**src/mmu_pkg.sv**
```systemverilog
// Shared types and constants for the 4x4 matrix multiply unit.
package mmu_pkg;

   localparam int WORD_W = 32;
   localparam int IDX_W  = 4;
   localparam int FUNC_W = 2;

   localparam logic [FUNC_W-1:0] FN_LOAD_A = 2'd0;
   localparam logic [FUNC_W-1:0] FN_LOAD_B = 2'd1;
   localparam logic [FUNC_W-1:0] FN_EMIT   = 2'd2;
   localparam logic [FUNC_W-1:0] FN_ACCUM  = 2'd3;

   typedef enum logic [1:0] {
      ST_IDLE,
      ST_RUN,
      ST_DRAIN
   } state_type;

   // Control tag that follows each multiply-accumulate through the pipe.
   typedef struct packed {
      logic vld;
      logic first;
      logic last;
      logic wb;
   } tag_type;

endpackage

```
**src/mmu_store.sv**
```systemverilog
// Matrix storage: banked A memory, B memory, valid bits for identity reset.
module mmu_store import mmu_pkg::*; #(
   parameter int FRAC_BITS = 16,
   parameter int NW        = 4
) (
   input  logic                     clock,
   input  logic                     reset,
   input  logic                     ld_a_we,
   input  logic                     ld_b_we,
   input  logic [NW-1:0]            ld_addr,
   input  logic signed [WORD_W-1:0] ld_data,
   input  logic                     wb_we,
   input  logic                     wb_last,
   input  logic [NW-1:0]            wb_addr,
   input  logic signed [WORD_W-1:0] wb_data,
   input  logic [NW-1:0]            rd_a_addr,
   input  logic [NW-1:0]            rd_b_addr,
   input  logic                     rd_a_diag,
   input  logic                     rd_b_diag,
   output logic signed [WORD_W-1:0] a_q,
   output logic signed [WORD_W-1:0] b_q
);

   localparam int DEPTH_B = 1 << NW;
   localparam int DEPTH_A = 2 * DEPTH_B;
   localparam logic signed [WORD_W-1:0] ONE = WORD_W'(64'd1 << FRAC_BITS);

   logic signed [WORD_W-1:0] mem_a [DEPTH_A];
   logic signed [WORD_W-1:0] mem_b [DEPTH_B];

   logic [DEPTH_A-1:0]       va_ff;
   logic [DEPTH_B-1:0]       vb_ff;
   logic                     bank_ff;

   logic signed [WORD_W-1:0] a_rd_ff;
   logic signed [WORD_W-1:0] b_rd_ff;
   logic                     a_ok_ff;
   logic                     b_ok_ff;
   logic                     a_dg_ff;
   logic                     b_dg_ff;

   always_ff @(posedge clock) begin
      if (ld_a_we) begin
         mem_a[{bank_ff, ld_addr}] <= ld_data;
      end else if (wb_we) begin
         mem_a[{~bank_ff, wb_addr}] <= wb_data;
      end
      if (ld_b_we) begin
         mem_b[ld_addr] <= ld_data;
      end
      a_rd_ff <= mem_a[{bank_ff, rd_a_addr}];
      b_rd_ff <= mem_b[rd_b_addr];
      a_dg_ff <= rd_a_diag;
      b_dg_ff <= rd_b_diag;
   end

   always_ff @(posedge clock) begin
      if (reset) begin
         va_ff   <= '0;
         vb_ff   <= '0;
         bank_ff <= 1'b0;
         a_ok_ff <= 1'b0;
         b_ok_ff <= 1'b0;
      end else begin
         if (ld_a_we) begin
            va_ff[{bank_ff, ld_addr}] <= 1'b1;
         end else if (wb_we) begin
            va_ff[{~bank_ff, wb_addr}] <= 1'b1;
         end
         if (ld_b_we) begin
            vb_ff[ld_addr] <= 1'b1;
         end
         if (wb_we && wb_last) begin
            bank_ff <= ~bank_ff;
         end
         a_ok_ff <= va_ff[{bank_ff, rd_a_addr}];
         b_ok_ff <= vb_ff[rd_b_addr];
      end
   end

   // unwritten entries read as identity
   assign a_q = a_ok_ff ? a_rd_ff : (a_dg_ff ? ONE : '0);
   assign b_q = b_ok_ff ? b_rd_ff : (b_dg_ff ? ONE : '0);

endmodule

```
**src/mmu_mac.sv**
```systemverilog
// Multiply-accumulate pipe with floor shift and 32-bit saturation.
module mmu_mac import mmu_pkg::*; #(
   parameter int DIM       = 4,
   parameter int FRAC_BITS = 16,
   parameter int NW        = 4
) (
   input  logic                     clock,
   input  logic                     reset,
   input  tag_type                  iss,
   input  logic [NW-1:0]            iss_elem,
   input  logic signed [WORD_W-1:0] a_q,
   input  logic signed [WORD_W-1:0] b_q,
   output logic                     res_vld,
   output logic                     res_wb,
   output logic                     res_last,
   output logic [NW-1:0]            res_elem,
   output logic signed [WORD_W-1:0] res_value
);

   localparam int PROD_W = 2 * WORD_W;
   localparam int ACC_W  = PROD_W + $clog2(DIM) + 1;
   localparam int HI_W   = ACC_W - WORD_W + 1;
   localparam logic [NW-1:0] ELEM_LAST = NW'(DIM * DIM - 1);
   localparam logic signed [WORD_W-1:0] SAT_MAX = {1'b0, {(WORD_W-1){1'b1}}};
   localparam logic signed [WORD_W-1:0] SAT_MIN = {1'b1, {(WORD_W-1){1'b0}}};

   tag_type                  tag0_ff;
   tag_type                  tag1_ff;
   tag_type                  tag2_ff;
   logic [NW-1:0]            elem0_ff;
   logic [NW-1:0]            elem1_ff;
   logic [NW-1:0]            elem2_ff;

   logic signed [PROD_W-1:0] prod_in;
   logic signed [PROD_W-1:0] prod_ff;
   logic signed [ACC_W-1:0]  acc_in;
   logic signed [ACC_W-1:0]  acc_ff;
   logic signed [ACC_W-1:0]  shr;
   logic [HI_W-1:0]          hi;
   logic signed [WORD_W-1:0] sat_in;

   logic                     res_vld_ff;
   logic                     res_wb_ff;
   logic                     res_last_ff;
   logic [NW-1:0]            res_elem_ff;
   logic signed [WORD_W-1:0] res_value_ff;

   assign prod_in = a_q * b_q;
   assign acc_in  = tag1_ff.first ? ACC_W'(prod_ff) : acc_ff + ACC_W'(prod_ff);

   assign shr = acc_ff >>> FRAC_BITS;
   assign hi  = shr[ACC_W-1:WORD_W-1];

   always_comb begin
      if (hi == '0 || hi == '1) begin
         sat_in = shr[WORD_W-1:0];
      end else if (shr[ACC_W-1]) begin
         sat_in = SAT_MIN;
      end else begin
         sat_in = SAT_MAX;
      end
   end

   always_ff @(posedge clock) begin
      if (reset) begin
         tag0_ff    <= '0;
         tag1_ff    <= '0;
         tag2_ff    <= '0;
         res_vld_ff <= 1'b0;
      end else begin
         tag0_ff    <= iss;
         tag1_ff    <= tag0_ff;
         tag2_ff    <= tag1_ff;
         res_vld_ff <= tag2_ff.vld && tag2_ff.last;
      end
   end

   always_ff @(posedge clock) begin
      elem0_ff <= iss_elem;
      elem1_ff <= elem0_ff;
      elem2_ff <= elem1_ff;
      prod_ff  <= prod_in;
      if (tag1_ff.vld) begin
         acc_ff <= acc_in;
      end
      if (tag2_ff.vld && tag2_ff.last) begin
         res_value_ff <= sat_in;
         res_elem_ff  <= elem2_ff;
         res_wb_ff    <= tag2_ff.wb;
         res_last_ff  <= elem2_ff == ELEM_LAST;
      end
   end

   assign res_vld   = res_vld_ff;
   assign res_wb    = res_wb_ff;
   assign res_last  = res_last_ff;
   assign res_elem  = res_elem_ff;
   assign res_value = res_value_ff;

endmodule

```
**src/mmu_seq.sv**
```systemverilog
// Product sequencer: walks column, row and k, issues memory reads.
module mmu_seq import mmu_pkg::*; #(
   parameter int DIM = 4,
   parameter int NW  = 4,
   parameter int CW  = 2
) (
   input  logic          clock,
   input  logic          reset,
   input  logic          start,
   input  logic          start_wb,
   input  logic          done,
   output logic          busy,
   output tag_type       iss,
   output logic [NW-1:0] a_addr,
   output logic [NW-1:0] b_addr,
   output logic [NW-1:0] elem,
   output logic          a_diag,
   output logic          b_diag
);

   localparam logic [CW-1:0] CNT_LAST = CW'(DIM - 1);
   localparam logic [NW-1:0] DIM_N    = NW'(DIM);

   state_type     state_ff;
   state_type     state_in;
   logic [CW-1:0] k_ff;
   logic [CW-1:0] row_ff;
   logic [CW-1:0] col_ff;
   logic          wb_ff;
   logic          k_last;
   logic          row_last;
   logic          col_last;

   assign k_last   = k_ff == CNT_LAST;
   assign row_last = row_ff == CNT_LAST;
   assign col_last = col_ff == CNT_LAST;

   always_comb begin
      state_in = state_ff;
      case (state_ff)
         ST_IDLE: begin
            if (start) state_in = ST_RUN;
         end
         ST_RUN: begin
            if (k_last && row_last && col_last) state_in = ST_DRAIN;
         end
         ST_DRAIN: begin
            if (done) state_in = ST_IDLE;
         end
         default: state_in = ST_IDLE;
      endcase
   end

   always_comb begin
      busy      = 1'b1;
      iss       = '0;
      case (state_ff)
         ST_IDLE: begin
            busy = 1'b0;
         end
         ST_RUN: begin
            iss.vld = 1'b1;
         end
         ST_DRAIN: begin
            iss.vld = 1'b0;
         end
         default: busy = 1'b0;
      endcase
      iss.first = k_ff == '0;
      iss.last  = k_last;
      iss.wb    = wb_ff;
   end

   assign a_addr = NW'(NW'(k_ff) * DIM_N + NW'(row_ff));
   assign b_addr = NW'(NW'(col_ff) * DIM_N + NW'(k_ff));
   assign elem   = NW'(NW'(col_ff) * DIM_N + NW'(row_ff));
   assign a_diag = k_ff == row_ff;
   assign b_diag = col_ff == k_ff;

   always_ff @(posedge clock) begin
      if (reset) begin
         state_ff <= ST_IDLE;
         k_ff     <= '0;
         row_ff   <= '0;
         col_ff   <= '0;
         wb_ff    <= 1'b0;
      end else begin
         state_ff <= state_in;
         if (start && state_ff == ST_IDLE) begin
            k_ff   <= '0;
            row_ff <= '0;
            col_ff <= '0;
            wb_ff  <= start_wb;
         end else if (state_ff == ST_RUN) begin
            k_ff <= k_last ? '0 : k_ff + 1'b1;
            if (k_last) begin
               row_ff <= row_last ? '0 : row_ff + 1'b1;
               if (row_last) begin
                  col_ff <= col_last ? '0 : col_ff + 1'b1;
               end
            end
         end
      end
   end

endmodule

```
**src/matrix4_multiply_unit.sv**
```systemverilog
// Top level of the 4x4 fixed-point matrix multiply unit.
//
//   channel  direction  handshake               payload
//   req      in         req_start, busy         req_func, req_elem_index, req_elem_value
//   rsp      out        rsp_strobe              rsp_out_index, rsp_out_value, rsp_out_last
//
// A load is written straight into storage; busy stays low.
// A product runs one multiply-accumulate per cycle, one read per memory per
// cycle, with busy high through issue and drain.
// Results leave in element order; rsp_strobe is a single-cycle pulse.
// Reset sets both matrices to identity at once through per-entry valid bits.
// The receiver cannot stall; requests wait on busy.
module matrix4_multiply_unit import mmu_pkg::*; #(
   parameter int DIM       = 4,
   parameter int FRAC_BITS = 16
) (
   input  logic                     clock,
   input  logic                     reset,
   input  logic                     req_start,
   output logic                     busy,
   input  logic [FUNC_W-1:0]        req_func,
   input  logic [IDX_W-1:0]         req_elem_index,
   input  logic signed [WORD_W-1:0] req_elem_value,
   output logic                     rsp_strobe,
   output logic [IDX_W-1:0]         rsp_out_index,
   output logic signed [WORD_W-1:0] rsp_out_value,
   output logic                     rsp_out_last
);

   localparam int NELEM = DIM * DIM;
   localparam int NW    = $clog2(NELEM);
   localparam int CW    = $clog2(DIM);

   logic                     accept;
   logic                     idx_ok;
   logic [NW-1:0]            ld_addr;
   tag_type                  iss;
   logic [NW-1:0]            a_addr;
   logic [NW-1:0]            b_addr;
   logic [NW-1:0]            iss_elem;
   logic                     a_diag;
   logic                     b_diag;
   logic signed [WORD_W-1:0] a_q;
   logic signed [WORD_W-1:0] b_q;
   logic                     res_vld;
   logic                     res_wb;
   logic                     res_last;
   logic [NW-1:0]            res_elem;
   logic signed [WORD_W-1:0] res_value;

   assign accept  = req_start && !busy;
   assign idx_ok  = 32'(req_elem_index) < NELEM;
   assign ld_addr = NW'(req_elem_index);

   mmu_seq #(.DIM(DIM), .NW(NW), .CW(CW)) u_seq (
      .clock    (clock),
      .reset    (reset),
      .start    (accept && (req_func == FN_EMIT || req_func == FN_ACCUM)),
      .start_wb (req_func == FN_ACCUM),
      .done     (res_vld && res_last),
      .busy     (busy),
      .iss      (iss),
      .a_addr   (a_addr),
      .b_addr   (b_addr),
      .elem     (iss_elem),
      .a_diag   (a_diag),
      .b_diag   (b_diag)
   );

   mmu_store #(.FRAC_BITS(FRAC_BITS), .NW(NW)) u_store (
      .clock     (clock),
      .reset     (reset),
      .ld_a_we   (accept && idx_ok && req_func == FN_LOAD_A),
      .ld_b_we   (accept && idx_ok && req_func == FN_LOAD_B),
      .ld_addr   (ld_addr),
      .ld_data   (req_elem_value),
      .wb_we     (res_vld && res_wb),
      .wb_last   (res_last),
      .wb_addr   (res_elem),
      .wb_data   (res_value),
      .rd_a_addr (a_addr),
      .rd_b_addr (b_addr),
      .rd_a_diag (a_diag),
      .rd_b_diag (b_diag),
      .a_q       (a_q),
      .b_q       (b_q)
   );

   mmu_mac #(.DIM(DIM), .FRAC_BITS(FRAC_BITS), .NW(NW)) u_mac (
      .clock     (clock),
      .reset     (reset),
      .iss       (iss),
      .iss_elem  (iss_elem),
      .a_q       (a_q),
      .b_q       (b_q),
      .res_vld   (res_vld),
      .res_wb    (res_wb),
      .res_last  (res_last),
      .res_elem  (res_elem),
      .res_value (res_value)
   );

   assign rsp_strobe    = res_vld && !res_wb;
   assign rsp_out_index = IDX_W'(res_elem);
   assign rsp_out_value = res_value;
   assign rsp_out_last  = res_last;

   a_rsp_busy: assert property (@(posedge clock) disable iff (reset)
      rsp_strobe |-> busy)
      else $error("result word outside a product");

   a_last_idle: assert property (@(posedge clock) disable iff (reset)
      (res_vld && res_last) |=> !busy)
      else $error("busy after final product word");

   a_rsp_gap: assert property (@(posedge clock) disable iff (reset)
      rsp_strobe |=> !rsp_strobe)
      else $error("result words back to back");

   a_busy_start: assert property (@(posedge clock) disable iff (reset)
      $rose(busy) |-> $past(req_start))
      else $error("busy without a request");

endmodule

```
**config.mk**
```make
export PLATFORM = sky130hd
export DESIGN_NAME = matrix4_multiply_unit
export DESIGN_NICKNAME = d
export VERILOG_FILES = /design/src/mmu_pkg.sv /design/src/mmu_store.sv /design/src/mmu_mac.sv /design/src/mmu_seq.sv /design/src/matrix4_multiply_unit.sv
export SDC_FILE = /design/constraint.sdc
export NUM_CORES = 2
export LEC_CHECK = 0
export BUFFER_PORTS_ARGS = -buffer_cell sky130_fd_sc_hd__clkbuf_2
export CORE_UTILIZATION = 30
export CTS_BUF_LIST = sky130_fd_sc_hd__clkbuf_4
export DETAILED_ROUTE_END_ITERATION = 7
export HOLD_SLACK_MARGIN = 0.1
export PLACE_DENSITY = 0.49
export SLEW_MARGIN = 30
export SYNTH_ARGS = -nofsm -noshare
export SYNTH_HDL_FRONTEND = slang
export SYNTH_SLANG_ARGS = --single-unit
```
**constraint.sdc**
```tcl
create_clock -name clock -period 18.3 [get_ports clock]
set_input_delay 0.915 -clock clock [delete_from_list [all_inputs] [get_ports clock]]
set_output_delay 0.915 -clock clock [all_outputs]
set_load 0.01 [all_outputs]
```
==> run summary <==
Outcome: complete, no violations
Syn avg cell area: 14.0 sq um
Power Density: 74.7 nW/um^2
Synth area leader: edfxtp_1
Initial antenna violation count: 27
Setup crit start kind: flip-flop
Maximum VDD drop: 0.0473 mV
Top post-synthesis cells by count: edfxtp_1, fa_1, inv_1
Most frequent cell after synthesis: edfxtp_1
Simple-gate portion of the synthesized area: 7.03%
H-tree levels: 5
Layout cell share with drive strength beyond 1: 20.0%
DR WL/cell: 25.7 um
Mapped Nets: 9039
Post-route cell area: 121000 sq um
Final core occ: 33.9%
Clk buf depth: 4
Post-synthesis async set-or-reset flop share: 0%
Unrepaired setup endpoints after global routing: no
Critical path class: reg -> reg
Largest fanout on the critical path: 64
Ports: 80
Setup violators final: 0
Post-synthesis cell type count: 85
NumNets Final: 9412
Vias in the first global route: 69187
Final hold violations: 0
Most common flop cell mapped by yosys: edfxtp_1
CTS Sinks: 1855
Max-cap violations: 0
Post-Synthesis Cells: 7658
DIE WIDTH: 601 um
Clk root buf: clkbuf_4
Setup TNS: 0 ns
Total grt overflow: 0
CTS Buf Count: 475
GRT Resource Usage Total: 18.7%
Post-Route WL: 339 mm
DRT iter0 DRCs: 5828
Pin count of the biggest net entering global routing: 118
Final Cycle Share: 54.5%
CTS tree: yes
P_leak: 45.1 nW
Rows: 219
Hold WC Path Type: reg -> reg
Critical Path AT: 11.20 ns
Post-synth EDFFs: 1641
Via count: 64849
Period minus WS final: 9.97 ns
Mux contribution to synthesized area: 10.8%
Register area share after synthesis: 49.8%
Number of remaining DRC errors: 0
Crit path capture type: flip-flop
Slew Viols, Final: 0
Flops & latches, synth: 1855
Clk_lat worst skew: 1.38 ns
Via density: 4.92
Worst path required time: 19.53 ns
Core Region: 356000 sq um
Final ANT Viol Nets: 0
TritonRoute pass-1 iters: 6
Slew HR: 33.5%
Die ar.: 361000 sq um
IO buf count: 79
Worst Skew: 0.169 ns
Initial Utilization: 30.2%
Reg area: 53600 sq um
GPL Wtd Cong: 0.968
Xor/xnor share of the synthesized area: 1.11%
Post-synthesis compound-gate area fraction: 3.18%
HPWL Detailed: 225 mm
Area after DPL: 114000 sq um
Multi-input gate area in the final layout: 49300 sq um
First-pass GRT wire length: 488 mm
# fillers: 34733
Synth area leaders: edfxtp_1, fa_1, mux4_2
Post-CTS Resized: 0
Post-Syn Area: 108000 sq um
Adder-Cell Fraction of Synth Area: 23.1%
Yosys Warn Count: 0
Highest clock rate: 100 MHz
Die Height: 601 um
Main combinational cell family by area after synthesis: adder cells
Least-Margin Pin Slew: 0.996 ns
Post-synth top area share: 45.8%
Layout area overhead: 12.4%
Clock transition at the registers of the reported paths: 0.07 ns
placed cells by master (no fill, tap or decap), types with 36 or more instances in the layout:
cell,instances
nand2_1,748
a21oi_1,151
nor2_4,46
buf_4,155
inv_1,1016
dfxtp_1,203
dlygate4sd3_1,43
nand4_1,38
nand2_2,38
clkbuf_4,721
xnor2_1,85
clkinv_1,77
fa_1,1083
nand3_1,40
edfxtp_1,1641
mux4_2,495
clkbuf_2,79
ha_1,257
nor2_1,699
mux2_2,36
a21o_1,63
o21ai_0,143
xor2_1,51
and2_1,58
worst max-delay path, cell delays in order (launching register included):
cell      delay, ns
dfxtp_2        0.31
buf_4          0.60
nand2_1        0.59
nor2_1         0.30
fa_1           0.45
inv_1          0.26
fa_1           0.47
inv_1          0.22
fa_1           0.50
fa_1           0.96
inv_1          0.45
fa_1           0.60
inv_1          0.06
fa_1           0.55
fa_1           0.44
fa_1           0.47
ha_1           0.41
and4_1         0.27
nand4_1        0.22
nor4_1         0.32
a21boi_1       0.52
o31ai_2        0.19
a211oi_1       0.46
o31a_1         0.23
xnor2_1        0.06
state kept, by name, indices dropped and copies added (netlist names), 2 cells and up:
name             flops
u_mac.elem2_ff       4
u_mac.elem1_ff       4
u_mac.prod_ff       64
u_store.a_rd_ff     32
u_store.va_ff       32
u_mac.res_elem       4
u_mac.res_value     32
u_mac.tag0_ff        4
u_store.mem_b      512
u_store.b_rd_ff     32
u_store.vb_ff       16
u_seq.row_ff         2
u_mac.tag1_ff        4
u_seq.col_ff         2
u_seq.k_ff           2
u_seq.state_ff       2
u_store.mem_a     1024
u_mac.elem0_ff       4
u_mac.tag2_ff        3
u_mac.acc_ff        67
worst paths after layout:
check | slack, ns | from | cells after the start | end
worst max-delay path | 8.33 | u_store.a_ok_ff | 24 | u_mac.prod_ff[63]
worst min-delay path | 0.26 | u_mac.elem0_ff[3] | 0 | u_mac.elem1_ff[3]
worst max register to register | 8.33 | u_store.a_ok_ff | 24 | u_mac.prod_ff[63]
worst min register to register | 0.26 | u_mac.elem0_ff[3] | 0 | u_mac.elem1_ff[3]
stage by stage:
step	power [mW]	setup slack [ns]	cells	hold slack, ns
2_1_floorplan	5.25	9.81	7658	0.310
3_3_place_gp	5.56	8.57	12259	0.312
3_5_place_dp	5.57	8.47	12260	0.314
4_1_cts	9.17	8.61	13142	0.248
5_1_grt	9.42	7.85	13164	0.278
6_report	9.03	8.33	13178	0.265
layout make-up:
| type | instances | area share [%] |
|---|---|---|
| diodes | 34 | 0.0704 |
| clock buffers | 721 | 4.48 |
| clock inverters | 118 | 0.549 |
| inverters | 1018 | 3.16 |
| multi-input cells | 4395 | 40.8 |
| flip-flops and latches | 1855 | 44.3 |
| well taps | 4751 | 4.92 |
| repair buffers | 286 | 1.76 |
repair_timing:
action / CTS / global route
hold buffers: 43 / 0
setup buffers: 0 / 0
hold endpoints to repair: 540 / 0
where the power goes:
group / total, mW / switching, mW / internal, mW
clock network: 3.55 / 1.71 / 1.83
registers: 4.77 / 0.0905 / 4.68
logic: 0.712 / 0.434 / 0.278
logic make-up (layout without fill, tap and decap cells):
logic type               after synthesis  count (layout)
AO/OA/AOI/OAI                        552             552
XOR/XNOR                             136             136
adder cells (fa/ha/maj)             1340            1340
buffers and inverters               1408            2143
flip-flops                          1855            1855
multiplexers                         541             541
other                                  0              34
AND/OR/NAND/NOR                     1826            1826
per-layer routing:
layer / track usage, % / share of wire (%) / vias to the layer above
met5: 0 / 0.017 / -
li1: - / - / 27366
met1: 23.6 / 40 / 34496
met4: 10.2 / 6.0 / 8
met2: 30.4 / 48 / 2337
met3: 3.34 / 6.1 / 642
No activity file was read; power rests on OpenSTA's default activity.
